**src/hdl/stl_pkg.sv**
```systemverilog
// types, character codes and classifiers shared by the lexer modules
package stl_pkg;

  typedef enum logic [2:0] {
    MODE_SKIP    = 3'd0,
    MODE_SLASH   = 3'd1,
    MODE_COMMENT = 3'd2,
    MODE_QUOTE   = 3'd3,
    MODE_WORD    = 3'd4
  } mode_t;

  localparam logic [7:0] CH_NUL     = 8'h00;
  localparam logic [7:0] CH_NEWLINE = 8'h0a;
  localparam logic [7:0] CH_SPACE   = 8'h20;
  localparam logic [7:0] CH_DQUOTE  = 8'h22;
  localparam logic [7:0] CH_SQUOTE  = 8'h27;
  localparam logic [7:0] CH_LPAREN  = 8'h28;
  localparam logic [7:0] CH_RPAREN  = 8'h29;
  localparam logic [7:0] CH_SLASH   = 8'h2f;
  localparam logic [7:0] CH_COLON   = 8'h3a;
  localparam logic [7:0] CH_LBRACE  = 8'h7b;
  localparam logic [7:0] CH_RBRACE  = 8'h7d;

  typedef struct packed {
    logic       has_byte;
    logic [7:0] token_byte;
    logic       last;
    logic       quoted;
    logic       done_res;
  } res_t;

  // up to two result items produced by one input item
  typedef struct packed {
    logic [1:0] n;
    res_t       r0;
    res_t       r1;
  } push_t;

  function automatic logic is_single(input logic [7:0] b);
    return (b == CH_LBRACE) || (b == CH_RBRACE) || (b == CH_RPAREN) ||
           (b == CH_LPAREN) || (b == CH_SQUOTE) || (b == CH_COLON);
  endfunction

  function automatic logic is_word_byte(input logic [7:0] b);
    return (b > CH_SPACE) && !b[7] && !is_single(b);
  endfunction

  function automatic res_t mk_res(input logic has, input logic [7:0] b,
                                  input logic lst, input logic q, input logic dn);
    res_t r;
    r.has_byte   = has;
    r.token_byte = b;
    r.last       = lst;
    r.quoted     = q;
    r.done_res   = dn;
    return r;
  endfunction

endpackage

```
**src/hdl/stl_front.sv**
```systemverilog
// front end: takes source bytes, tracks lexer mode, forms result items
module stl_front (
  input  logic              clk,
  input  logic              rst,
  input  logic              accept,
  input  logic [7:0]        char_in,
  output stl_pkg::push_t    push
);

  stl_pkg::mode_t mode;
  stl_pkg::mode_t mode_next;
  stl_pkg::push_t dec;
  logic           is_nul;

  assign is_nul = (char_in == stl_pkg::CH_NUL);

  always_ff @(posedge clk) begin
    if (rst) begin
      mode <= stl_pkg::MODE_SKIP;
    end else if (accept) begin
      mode <= mode_next;
    end
  end

  always_comb begin
    mode_next = mode;
    dec       = '0;
    unique case (mode)
      stl_pkg::MODE_SLASH: begin
        if (char_in == stl_pkg::CH_SLASH) begin
          mode_next = stl_pkg::MODE_COMMENT;
        end else if (stl_pkg::is_word_byte(char_in)) begin
          dec.n     = 2'd2;
          dec.r0    = stl_pkg::mk_res(1'b1, stl_pkg::CH_SLASH, 1'b0, 1'b0, 1'b0);
          dec.r1    = stl_pkg::mk_res(1'b1, char_in, 1'b0, 1'b0, 1'b0);
          mode_next = stl_pkg::MODE_WORD;
        end else if (stl_pkg::is_single(char_in)) begin
          dec.n     = 2'd2;
          dec.r0    = stl_pkg::mk_res(1'b1, stl_pkg::CH_SLASH, 1'b1, 1'b0, 1'b0);
          dec.r1    = stl_pkg::mk_res(1'b1, char_in, 1'b1, 1'b0, 1'b0);
          mode_next = stl_pkg::MODE_SKIP;
        end else begin
          dec.n     = 2'd1;
          dec.r0    = stl_pkg::mk_res(1'b1, stl_pkg::CH_SLASH, 1'b1, 1'b0, is_nul);
          mode_next = stl_pkg::MODE_SKIP;
        end
      end
      stl_pkg::MODE_COMMENT: begin
        if (is_nul) begin
          dec.n     = 2'd1;
          dec.r0    = stl_pkg::mk_res(1'b0, 8'h00, 1'b0, 1'b0, 1'b1);
          mode_next = stl_pkg::MODE_SKIP;
        end else if (char_in == stl_pkg::CH_NEWLINE) begin
          mode_next = stl_pkg::MODE_SKIP;
        end
      end
      stl_pkg::MODE_QUOTE: begin
        dec.n = 2'd1;
        if (char_in == stl_pkg::CH_DQUOTE || is_nul) begin
          dec.r0    = stl_pkg::mk_res(1'b0, 8'h00, 1'b1, 1'b1, is_nul);
          mode_next = stl_pkg::MODE_SKIP;
        end else begin
          dec.r0 = stl_pkg::mk_res(1'b1, char_in, 1'b0, 1'b1, 1'b0);
        end
      end
      stl_pkg::MODE_WORD: begin
        if (stl_pkg::is_word_byte(char_in)) begin
          dec.n  = 2'd1;
          dec.r0 = stl_pkg::mk_res(1'b1, char_in, 1'b0, 1'b0, 1'b0);
        end else if (stl_pkg::is_single(char_in)) begin
          dec.n     = 2'd2;
          dec.r0    = stl_pkg::mk_res(1'b0, 8'h00, 1'b1, 1'b0, 1'b0);
          dec.r1    = stl_pkg::mk_res(1'b1, char_in, 1'b1, 1'b0, 1'b0);
          mode_next = stl_pkg::MODE_SKIP;
        end else begin
          dec.n     = 2'd1;
          dec.r0    = stl_pkg::mk_res(1'b0, 8'h00, 1'b1, 1'b0, is_nul);
          mode_next = stl_pkg::MODE_SKIP;
        end
      end
      default: begin
        // skipping whitespace; unused codes behave the same
        mode_next = stl_pkg::MODE_SKIP;
        if (is_nul) begin
          dec.n  = 2'd1;
          dec.r0 = stl_pkg::mk_res(1'b0, 8'h00, 1'b0, 1'b0, 1'b1);
        end else if (char_in == stl_pkg::CH_SLASH) begin
          mode_next = stl_pkg::MODE_SLASH;
        end else if (char_in == stl_pkg::CH_DQUOTE) begin
          mode_next = stl_pkg::MODE_QUOTE;
        end else if (stl_pkg::is_single(char_in)) begin
          dec.n  = 2'd1;
          dec.r0 = stl_pkg::mk_res(1'b1, char_in, 1'b1, 1'b0, 1'b0);
        end else if (stl_pkg::is_word_byte(char_in)) begin
          dec.n     = 2'd1;
          dec.r0    = stl_pkg::mk_res(1'b1, char_in, 1'b0, 1'b0, 1'b0);
          mode_next = stl_pkg::MODE_WORD;
        end
      end
    endcase
  end

  always_comb begin
    push = dec;
    if (!accept) begin
      push.n = 2'd0;
    end
  end

endmodule

```
**src/hdl/stl_queue.sv**
```systemverilog
// back end: result queue taking up to two items a cycle, draining one while out_ready is high
module stl_queue #(
  parameter int DEPTH = 4
) (
  input  logic           clk,
  input  logic           rst,
  input  stl_pkg::push_t push,
  output logic           space,
  output logic           out_valid,
  input  logic           out_ready,
  output stl_pkg::res_t  head
);

  localparam int PW = $clog2(DEPTH);
  localparam int CW = $clog2(DEPTH + 1);

  stl_pkg::res_t mem [DEPTH];
  logic [PW-1:0] wr_ptr;
  logic [PW-1:0] rd_ptr;
  logic [CW-1:0] count;
  logic [PW-1:0] wr_ptr_p1;
  logic          pop;

  assign wr_ptr_p1 = wr_ptr + PW'(1);
  assign pop       = out_valid && out_ready;
  assign out_valid = (count != '0);
  assign head      = mem[rd_ptr];
  // room for the worst case of one input item
  assign space     = (count <= CW'(DEPTH - 2));

  always_ff @(posedge clk) begin
    if (push.n != 2'd0) begin
      mem[wr_ptr] <= push.r0;
    end
    if (push.n == 2'd2) begin
      mem[wr_ptr_p1] <= push.r1;
    end
  end

  always_ff @(posedge clk) begin
    if (rst) begin
      wr_ptr <= '0;
      rd_ptr <= '0;
      count  <= '0;
    end else begin
      wr_ptr <= wr_ptr + PW'(push.n);
      if (pop) begin
        rd_ptr <= rd_ptr + PW'(1);
      end
      count <= count + CW'(push.n) - CW'(pop);
    end
  end

endmodule

```
**src/hdl/script_token_lexer.sv**
```systemverilog
// top level of the streaming script token lexer
// result items are formed combinationally in the front end and registered in the queue
// throughput: one input item per cycle; in_ready drops only when the queue cannot take
//   the two items a byte may produce; output drains one per cycle when out_ready is high
// reset: synchronous rst returns the lexer to skipping whitespace and empties the queue
module script_token_lexer #(
  parameter int QDEPTH = 4
) (
  input  logic       clk,
  input  logic       rst,
  input  logic       in_valid,
  output logic       in_ready,
  input  logic [7:0] char_in,
  output logic       out_valid,
  input  logic       out_ready,
  output logic       has_byte,
  output logic [7:0] token_byte,
  output logic       last,
  output logic       quoted,
  output logic       done_res
);

  stl_pkg::push_t push;
  stl_pkg::res_t  head;
  logic           accept;

  assign accept = in_valid && in_ready;

  stl_front u_front (
    .clk     (clk),
    .rst     (rst),
    .accept  (accept),
    .char_in (char_in),
    .push    (push)
  );

  stl_queue #(
    .DEPTH (QDEPTH)
  ) u_queue (
    .clk       (clk),
    .rst       (rst),
    .push      (push),
    .space     (in_ready),
    .out_valid (out_valid),
    .out_ready (out_ready),
    .head      (head)
  );

  assign has_byte   = head.has_byte;
  assign token_byte = head.token_byte;
  assign last       = head.last;
  assign quoted     = head.quoted;
  assign done_res   = head.done_res;

endmodule

```
**config.mk**
```make
export PLATFORM = sky130hd
export DESIGN_NAME = script_token_lexer
export DESIGN_NICKNAME = d
export VERILOG_FILES = /design/src/hdl/stl_pkg.sv /design/src/hdl/stl_front.sv /design/src/hdl/stl_queue.sv /design/src/hdl/script_token_lexer.sv
export SDC_FILE = /design/constraint.sdc
export NUM_CORES = 1
export LEC_CHECK = 0
export ABC_AREA = 0
export BUFFER_PORTS_ARGS = -buffer_cell sky130_fd_sc_hd__clkbuf_2
export CAP_MARGIN = 20
export CELL_PAD_IN_SITES_DETAIL_PLACEMENT = 1
export CELL_PAD_IN_SITES_GLOBAL_PLACEMENT = 2
export CORE_UTILIZATION = 49
export CTS_BUF_LIST = sky130_fd_sc_hd__clkbuf_4
export DETAILED_ROUTE_END_ITERATION = 8
export GPL_TIMING_DRIVEN = 0
export PLACE_DENSITY_LB_ADDON = 0.1
export SYNTH_ARGS = -nofsm -noshare
export SYNTH_HDL_FRONTEND = slang
export SYNTH_HIERARCHICAL = 1
export SYNTH_SLANG_ARGS = --single-unit
export TNS_END_PERCENT = 100
```
**constraint.sdc**
```tcl
create_clock -name clk -period 7.73 [get_ports clk]
set_input_delay 0.773 -clock clk [delete_from_list [all_inputs] [get_ports clk]]
set_output_delay 0.773 -clock clk [all_outputs]
set_load 0.05 [all_outputs]
```
==> results of run 1 <==
power groups by stage:
stage / Combinational, mW / Sequential [mW] / Clock [mW]
floorplan: 0.266 / 0.394 / 0
global placement: 0.320 / 0.399 / 0
detailed placement: 0.330 / 0.400 / 0
CTS: 0.331 / 0.393 / 0.232
global route: 0.354 / 0.397 / 0.243
finish: 0.327 / 0.392 / 0.225
placed cells by master (no fill, tap or decap), types with 4 or more instances in the layout:
| cell | Yosys | layout |
|---|---|---|
| sky130_fd_sc_hd__nand2b_1 | 6 | 6 |
| sky130_fd_sc_hd__mux2_4 | 38 | 38 |
| sky130_fd_sc_hd__inv_1 | 5 | 5 |
| sky130_fd_sc_hd__buf_4 | 4 | 4 |
| sky130_fd_sc_hd__o21ai_0 | 4 | 4 |
| sky130_fd_sc_hd__edfxtp_1 | 48 | 48 |
| sky130_fd_sc_hd__nor2_1 | 18 | 18 |
| sky130_fd_sc_hd__nor2b_1 | 6 | 6 |
| sky130_fd_sc_hd__a21o_1 | 6 | 6 |
| sky130_fd_sc_hd__clkbuf_4 | 0 | 13 |
| sky130_fd_sc_hd__ha_1 | 4 | 4 |
| sky130_fd_sc_hd__buf_6 | 4 | 8 |
| sky130_fd_sc_hd__nor3_1 | 4 | 4 |
| sky130_fd_sc_hd__mux4_2 | 12 | 12 |
| sky130_fd_sc_hd__mux2_2 | 13 | 13 |
| sky130_fd_sc_hd__and2_1 | 11 | 11 |
| sky130_fd_sc_hd__buf_2 | 7 | 7 |
| sky130_fd_sc_hd__or3_1 | 4 | 4 |
| sky130_fd_sc_hd__clkbuf_2 | 0 | 21 |
| sky130_fd_sc_hd__dfxtp_1 | 12 | 12 |
worst max-delay path, delay by kind of cell:
kind | cells | cell delay, ns
simple gates | 6 | 1.60
buf+inv | 4 | 0.74
compound gates | 2 | 0.71
per-stage QoR:
stage	power, mW	cells	setup WS (ns)	hold slack, ns
after floorplan	0.660	270	3.90	0.538
after global placement	0.718	390	2.82	0.553
after detailed placement	0.730	394	3.62	0.588
after CTS	0.955	410	4.08	0.524
after global routing	0.994	410	3.80	0.528
final	0.943	410	4.03	0.547
flip-flops by register name, summed over array words and instances, names as in the netlist, named ones only:
| name | flops |
|---|---|
| u_queue/mem | 48 |
| u_front/mode | 3 |
| u_queue/count | 3 |
| u_queue/rd_ptr | 2 |
| u_queue/wr_ptr | 2 |
metal layers:
metal	track usage (%)	vias to the layer above	part of all wire, %
li1	-	1106	-
met1	28.8	1162	46
met2	39.7	43	50
met3	6.22	9	2.5
met4	7.36	0	1.5
met5	0	-	0
worst min path at each step:
| stage | to | cells past startpoint |
|---|---|---|
| floorplan | register | 2 |
| global placement | u_queue/rd_ptr[1] | 2 |
| detailed placement | u_queue/rd_ptr[1] | 2 |
| CTS | u_front/mode[1] | 2 |
| global route | u_front/mode[0] | 2 |
| finish | u_front/mode[1] | 2 |
kinds of logic after synthesis:
kind of cell	share of synthesized area (%)
buffers and inverters	4.16
XOR/XNOR	1.93
adder cells (fa/ha/maj)	1.86
flip-flops	44.7
AO/OA/AOI/OAI	8.09
AND/OR/NAND/NOR	12.1
multiplexers	27.1
other	0.0998
area by class of cell:
type	instances	area share, %
clock inverters	3	0.957
plain buffers	18	3.29
inverters	5	0.449
multi-input cells	187	46.2
repair buffers	25	3.59
well taps	99	2.96
clock buffers	13	2.33
flip-flops and latches	60	40.2
==> metrics.txt, run 1 <==
floorplan row count 31; Post-Place Cell Area 4050 um^2; portion of total power attributed to the clock network 23.8%; count of max-cap constraint violations 0; Setup crit end kind register; aggregate global-route resource usage 23.3%; number of violations reported at the end of detailed-routing iteration 0 75; sequential group share of total power 41.6%; total of flip-flops plus latches after synthesis 60; start point of the critical path char_in[6]; Initial DRT Pass Iterations 4; area share of the largest cell type after synthesis 38.3%; total number of vias 2320; RSZ-0062 raised after global routing no; final hold violation count 0; Register-to-Register Setup Slack 4.58 ns; deepest level of the CTS H-tree 3; most used cell, CP sky130_fd_sc_hd__nand3_2; aggregate negative setup slack 0 ns; Post-Syn Instances 268; Wirelength per Cell 20.1 um; run status completed; Pwr Density 226 nW/um^2; Sequential Area 1680 um^2; final number of max-transition violations 0; cell breakdown of the critical path clkbuf_2, nand4bb_1, or4_1, nand3_2, nand3_2, a21oi_4, and3_1, buf_2, and4bb_4, buf_12, o21bai_1, buf_6; wire length of the first global-routing pass 13300 um; final setup violation count 0; number of antenna violations at the first check in global routing 0; slew at the pin closest to its max-slew limit 0.747 ns; placeable core area 7330 um^2; net switching power of the design 0.326 mW; initial cell density of the core 51.3%; IR drop worst, VDD 0.0760 mV; mean post-synth cell area 14.0 um^2; CTS tree done; Die Area 8020 um^2; # DRC 0; crit path to u_queue/mem[2][3]; ratio of cells with drive above 1 in the final layout 42.8%; Unique masters post-synth 60; Max Freq 0.270 GHz; most common cell in the synthesized netlist sky130_fd_sc_hd__edfxtp_1; routability congestion estimate 0.753; Final #Nets 323; CTS clk-pin slew, worst paths 0.11 ns; Bufs on Longest Clock Path 2; master cell of the clock root buffer sky130_fd_sc_hd__clkbuf_4; clock insertion delay at the later pin of the skew report 0.43 ns; critical path's largest stage delay 0.51 ns; sequential area share after synthesis 44.7%; I/O pin count 26; number of antenna repair diodes 0; worst r2r src u_front/mode[0]; sinks on the clock net 60; growth of design area from synthesis to finish 11.3%; number of enable-type register cells in the synthesized netlist 48; HP Start rst; final core utilization 57.1%; slowest CP cell sky130_fd_sc_hd__or4_1; count of cells resized by post-cts repair 0; final clock period utilization by the worst path 47.9%; logic gate share of total power 34.6%; top cell types by occurrence after synthesis sky130_fd_sc_hd__edfxtp_1 (48), sky130_fd_sc_hd__mux2_4 (38), sky130_fd_sc_hd__nor2_1 (18), sky130_fd_sc_hd__mux2_2 (13); total of buffers placed on input and output ports 21; y dimension of the die 89.6 um; Hold-fix buffers, CTS 0; ratio of routed vias to standard cells 5.66; normalized max-slew margin 49.9%; Internal Pwr Total 0.618 mW; number of setup buffers added after CTS 0; maximum number of pins on one net before global-route repair 13; total wirelength of the detailed-routed design 8240 um; startpoint-to-endpoint class of the critical path in2reg; floorplan die width 89.6 um; footprint of the multi-input gates 1930 um^2; vias in the first global route 2452; detailed-placement wirelength estimate 6170 um; area of the mapped netlist 3760 um^2; Worst Skew 0.0241 ns; main flop type after synthesis sky130_fd_sc_hd__edfxtp_1; layout filler cell count 740; time the final worst path needs with I/O delays and setup 3.70 ns; largest fanout on the critical path 12; number of buffers created by CTS 9; LEAKAGE 1.66 nW; area leader, netlist sky130_fd_sc_hd__edfxtp_1; class of the tightest hold or removal check in2reg; Data required, critical path 7.86 ns; final antenna-violating net count 0; total congestion overflow after global routing 0; dominant cells by area after synthesis sky130_fd_sc_hd__edfxtp_1 (38%), sky130_fd_sc_hd__mux2_4 (15%), sky130_fd_sc_hd__mux4_2 (7.2%), sky130_fd_sc_hd__dfxtp_1 (6.4%), sky130_fd_sc_hd__mux2_2 (3.9%); category of the worst setup path launch point input pin; Yosys warnings 6; number of cells traversed by the worst register-to-register path 10; worst reg2reg path endpoint u_queue/mem[2][3]; Net Sw Frac 34.5%; async set-or-reset flop fraction in the synthesized netlist 0%; CP Data Arrival Time 3.83 ns; final standard cell area without fillers 4180 um^2
Power figures use the tool's default switching activity.
==> run 2: changes to the inputs <==
Settings changed: CORE_UTILIZATION 49 to 45.
Clock period 7.73 ns to 3.59 ns, I/O delays scaled along.
==> run 2 against run 1 <==
Against the previous run: sequential cell count is the same; worst hold slack lost 0.39 ns; critical path depth stayed put; critical path type unchanged; core utilization fell by 4.4 points; first-iteration DRC count grew 29%; total power increased by 110%; cell area is 0.63% lower; clock-buffer cell count down 3; setup slack got worse by 3.8 ns.
==> metrics.txt, run 2 (synthesized netlist as in run 1, its figures left out) <==
Final #Nets 323; routability congestion estimate 0.766; final hold violation count 0; slew at the pin closest to its max-slew limit 0.879 ns; total number of vias 2321; count of cells resized by post-cts repair 0; time the final worst path needs with I/O delays and setup 3.38 ns; clock insertion delay at the later pin of the skew report 0.41 ns; LEAKAGE 1.63 nW; # DRC 0; family of cells with the greatest summed delay on the critical path simple AND/OR/NAND/NOR gates; logic gate share of total power 36.1%; growth of design area from synthesis to finish 10.6%; I/O pin count 26; vias in the first global route 2429; IR drop worst, VDD 0.175 mV; count of max-cap constraint violations 0; cell breakdown of the critical path clkbuf_2, nand4bb_1, or4_1, nand3_2, nand3_2, a21oi_4, and3_1, buf_2, and4bb_4, buf_12, o21bai_1, buf_6; Sequential Area 1680 um^2; ratio of cells with drive above 1 in the final layout 42.1%; final clock period utilization by the worst path 94.3%; sinks on the clock net 60; highest-count cells in the layout ignoring fill and taps sky130_fd_sc_hd__edfxtp_1 (48), sky130_fd_sc_hd__mux2_4 (38), sky130_fd_sc_hd__clkbuf_2 (21), sky130_fd_sc_hd__nor2_1 (18), sky130_fd_sc_hd__mux2_2 (13); Net Sw Frac 36.9%; CTS clk-pin slew, worst paths 0.10 ns; run status completed; most used cell, CP sky130_fd_sc_hd__nand3_2; Pwr Density 468 nW/um^2; portion of total power attributed to the clock network 20.4%; Internal Pwr Total 1.23 mW; total of buffers placed on input and output ports 21; top flop regs u_queue/mem (48), u_front/mode (3), u_queue/count (3); total congestion overflow after global routing 0; Bufs on Longest Clock Path 2; slowest CP cell sky130_fd_sc_hd__or4_1; Setup crit end kind register; aggregate global-route resource usage 21.7%; buffering stage count on the worst path with inverters included 4; startpoint-to-endpoint class of the critical path in2reg; Die Area 8720 um^2; final setup violation count 0; Data required, critical path 3.71 ns; RSZ-0062 raised after global routing no; largest fanout on the critical path 12; post-placement worst setup slack -0.219 ns; largest reg by FF count u_queue/mem; net switching power of the design 0.718 mW; Max Freq 0.295 GHz; master cell of the clock root buffer sky130_fd_sc_hd__clkbuf_4; Wirelength per Cell 20.7 um; layout filler cell count 791; final standard cell area without fillers 4160 um^2; floorplan die width 93.4 um; final antenna-violating net count 0; Hold-fix buffers, CTS 0; PnR worst setup slack 0.205 ns; category of the worst setup path launch point input pin; CTS tree done; Worst Skew 0.0169 ns; initial cell density of the core 47.7%; class of the tightest hold or removal check in2reg; total wirelength of the detailed-routed design 8550 um; number of antenna violations at the first check in global routing 0; CP Data Arrival Time 3.50 ns; detailed-placement wirelength estimate 6450 um; Initial DRT Pass Iterations 4; most common cell after layout, fill and taps aside sky130_fd_sc_hd__edfxtp_1; sequential group share of total power 43.5%; Post-Place Cell Area 4050 um^2; number of violations reported at the end of detailed-routing iteration 0 97; number of buffers created by CTS 9; footprint of the multi-input gates 1930 um^2; wire length of the first global-routing pass 13600 um; placeable core area 7890 um^2; floorplan row count 32; critical path's largest stage delay 0.51 ns; final number of max-transition violations 0; normalized max-slew margin 41.3%; number of setup buffers added after CTS 0; ratio of routed vias to standard cells 5.62; flip-flop count of the largest register after layout 48; maximum number of pins on one net before global-route repair 13; deepest level of the CTS H-tree 3; y dimension of the die 93.4 um; number of antenna repair diodes 0; hold_ws 0.160 ns
-- run 2: cell types whose count changed in the layout (fill, tap and decap cells not counted), sizes merged --
cell,before,now
clkinvlp,0,2
bufinv,1,0
clkbuf,35,32
clkinv,2,4
-- run 2: per-stage QoR --
step / utilization (%) / cells / power (mW) / setup TNS (ns)
2_1_floorplan: - / 270 / 1.42 / 0
3_3_place_gp: 50.7 / 393 / 1.55 / -23.47
3_5_place_dp: 51.3 / 397 / 1.57 / -3.84
4_1_cts: 52.7 / 413 / 1.96 / 0
5_1_grt: 52.7 / 413 / 2.04 / 0
6_report: 52.7 / 413 / 1.95 / 0
-- run 2: path summary, 6_finish.rpt --
check                                         end  slack, ns               from  depth (start not counted)
worst max register to register  u_queue/mem[2][1]       0.42    u_front/mode[1]                         10
worst min-delay path              u_front/mode[0]       0.16                rst                          2
worst min register to register           register       0.60  u_queue/rd_ptr[1]                          2
worst max-delay path            u_queue/mem[2][1]       0.21         char_in[6]                         12
-- run 2: area by class of cell --
| type | instances | area share, % |
|---|---|---|
| inverters | 5 | 0.452 |
| clock buffers | 10 | 1.81 |
| repair buffers | 25 | 3.61 |
| multi-input cells | 187 | 46.5 |
| well taps | 102 | 3.07 |
| clock inverters | 6 | 0.783 |
| flip-flops and latches | 60 | 40.5 |
| plain buffers | 18 | 3.31 |
-- run 2: layer usage --
metal / share of wire, % / vias to the layer above / global-route usage (%)
met5: 0 / - / 0
li1: - / 1107 / -
met2: 52 / 39 / 38.8
met3: 2.6 / 6 / 5.37
met4: 0.85 / 0 / 5.38
met1: 44 / 1169 / 26.2
-- run 2: power by group through the flow --
| stage | logic, mW | clock network, mW | registers (mW) |
|---|---|---|---|
| 2_1_floorplan | 0.573 | 0 | 0.849 |
| 3_3_place_gp | 0.690 | 0 | 0.858 |
| 3_5_place_dp | 0.709 | 0 | 0.864 |
| 4_1_cts | 0.710 | 0.406 | 0.848 |
| 5_1_grt | 0.757 | 0.429 | 0.854 |
| 6_report | 0.703 | 0.397 | 0.847 |
-- run 2: worst reg2reg max path: stages, from the launching register on --
cell	delay (ns)
sky130_fd_sc_hd__dfxtp_1	0.39
sky130_fd_sc_hd__nand2b_1	0.20
sky130_fd_sc_hd__nor2_1	0.14
sky130_fd_sc_hd__o21ai_1	0.21
sky130_fd_sc_hd__a21oi_4	0.38
sky130_fd_sc_hd__and3_1	0.22
sky130_fd_sc_hd__buf_2	0.20
sky130_fd_sc_hd__and4bb_4	0.32
sky130_fd_sc_hd__buf_12	0.17
sky130_fd_sc_hd__o21bai_1	0.41
sky130_fd_sc_hd__buf_6	0.25
==> run 3: changes to the inputs <==
Clock period 3.59 ns to 3.2 ns, I/O delays scaled along.
==> run 3 against run 2 <==
Against the previous run: worst hold slack lost 0.035 ns; clock power grew 32%; wire length shrank 4.4%; combinational power grew 13%; die area is the same; critical path depth is the same; first-iteration DRC count shrank 19%; global-route usage shrank 1.2 points; clock-buffer cell count grew 2; total power grew 16%; sequential cell count is the same; sequential share of layout area shrank 0.35 points.
==> metrics.txt, run 3 (synthesized netlist as in run 1, its figures left out) <==
run status completed; portion of total power attributed to the clock network 23.1%; final antenna-violating net count 0; met1 Resource Use GR 26.0%; post-placement worst setup slack -0.410 ns; number of buffers created by CTS 9; normalized max-slew margin 58.0%; highest-count cells in the layout ignoring fill and taps sky130_fd_sc_hd__edfxtp_1 (48), sky130_fd_sc_hd__mux2_4 (38), sky130_fd_sc_hd__clkbuf_2 (21), sky130_fd_sc_hd__nor2_1 (17), sky130_fd_sc_hd__mux2_2 (13); RSZ-0062 raised after global routing no; growth of design area from synthesis to finish 11.6%; most common cell after layout, fill and taps aside sky130_fd_sc_hd__edfxtp_1; total wirelength of the detailed-routed design 8170 um; Internal Pwr Total 1.48 mW; class of the tightest hold or removal check in2reg; final number of max-transition violations 0; LEAKAGE 1.66 nW; aggregate global-route resource usage 20.6%; largest fanout on the critical path 12; final standard cell area without fillers 4190 um^2; time the final worst path needs with I/O delays and setup 3.07 ns; Pwr Density 540 nW/um^2; count of max-cap constraint violations 0; Bufs on Longest Clock Path 2; floorplan die width 93.4 um; CTS clk-pin slew, worst paths 0.11 ns; number of violations reported at the end of detailed-routing iteration 0 79; Data required, critical path 3.31 ns; IR drop worst, VDD 0.186 mV; sinks on the clock net 60; Initial DRT Pass Iterations 4; y dimension of the die 93.4 um; hold_ws 0.124 ns; initial cell density of the core 47.7%; top flop regs u_queue/mem (48), u_front/mode (3), u_queue/count (3); Total Power Consumption 2.26 mW; met2 Resource Use GR 35.8%; total number of vias 2278; clock insertion delay at the later pin of the skew report 0.40 ns; maximum number of pins on one net before global-route repair 13; logic gate share of total power 35.0%; PnR worst setup slack 0.133 ns; Die Area 8720 um^2; I/O pin count 26; routability congestion estimate 0.728; total congestion overflow after global routing 0; final setup violation count 0; ratio of cells with drive above 1 in the final layout 43.1%; aggregate negative setup slack 0 ns; CP Data Arrival Time 3.17 ns; final clock period utilization by the worst path 95.8%; floorplan row count 32; number of antenna violations at the first check in global routing 0; wire length of the first global-routing pass 13000 um; Setup crit end kind register; final core utilization 53.2%; Post-Place Cell Area 4050 um^2; final hold violation count 0; Max Freq 0.326 GHz; Cells after DPL 397; category of the worst setup path launch point input pin; count of cells resized by post-cts repair 0; vias in the first global route 2363; placeable core area 7890 um^2; most used routing layer met2; slew at the pin closest to its max-slew limit 0.630 ns; flip-flop count of the largest register after layout 48; deepest level of the CTS H-tree 3; Wirelength per Cell 19.8 um; Net Sw Frac 34.6%; # DRC 0; detailed-placement wirelength estimate 6200 um; met3 track demand over resource 3.25%; layout filler cell count 805; largest reg by FF count u_queue/mem; number of antenna repair diodes 0; Hold-fix buffers, CTS 0; net switching power of the design 0.784 mW; count of placed standard cells in the final layout, fillers left out 413; Final #Nets 323; startpoint-to-endpoint class of the critical path in2reg; Worst Skew 0.0211 ns; number of setup buffers added after CTS 0; master cell of the clock root buffer sky130_fd_sc_hd__clkbuf_4; CTS tree done; sequential group share of total power 41.9%; total of buffers placed on input and output ports 21; ratio of routed vias to standard cells 5.52
run 3: routing by layer:
metal | vias up | wire length, um
met5 | - | 0
met2 | 43 | 4130
met3 | 5 | 270
met4 | 0 | 60
met1 | 1126 | 3710
li1 | 1104 | -
run 3: final cells by class:
cell class	count	area, um^2	share of cell area [%]
sequential	60	1680	40.1
clock buffer	12	90.1	2.15
tap	102	128	3.04
inverter	5	18.8	0.448
timing repair buffer	25	150	3.58
clock inverter	4	42.5	1.01
multi-input combinational	187	1940	46.4
buffer	18	138	3.28
run 3: power by group through the flow:
stage	Clock [mW]	Sequential (mW)	Combinational, mW
CTS	0.542	0.950	0.801
finish	0.523	0.949	0.792
global route	0.569	0.957	0.855
floorplan	0	0.952	0.644
detailed placement	0	0.969	0.798
global placement	0	0.962	0.774
run 3: final timing paths:
kind / start / to / slack (ns) / depth (start not counted)
worst max-delay path: char_in[6] / u_queue/mem[2][3] / 0.13 / 12
worst min-delay path: rst / u_front/mode[2] / 0.12 / 2
worst max register to register: u_front/mode[1] / u_queue/mem[2][3] / 0.28 / 10
worst min register to register: u_queue/rd_ptr[1] / u_queue/rd_ptr[1] / 0.61 / 2
run 3: critical path, cell delays in order:
cell and delay (ns):
sky130_fd_sc_hd__clkbuf_2 0.15, sky130_fd_sc_hd__nand4bb_1 0.24, sky130_fd_sc_hd__or4_1 0.51, sky130_fd_sc_hd__nand3_2 0.19, sky130_fd_sc_hd__nand3_2 0.13, sky130_fd_sc_hd__a21oi_4 0.34, sky130_fd_sc_hd__and3_1 0.20, sky130_fd_sc_hd__buf_2 0.19
sky130_fd_sc_hd__and4bb_4 0.32, sky130_fd_sc_hd__buf_12 0.17, sky130_fd_sc_hd__o21bai_2 0.22, sky130_fd_sc_hd__buf_6 0.21
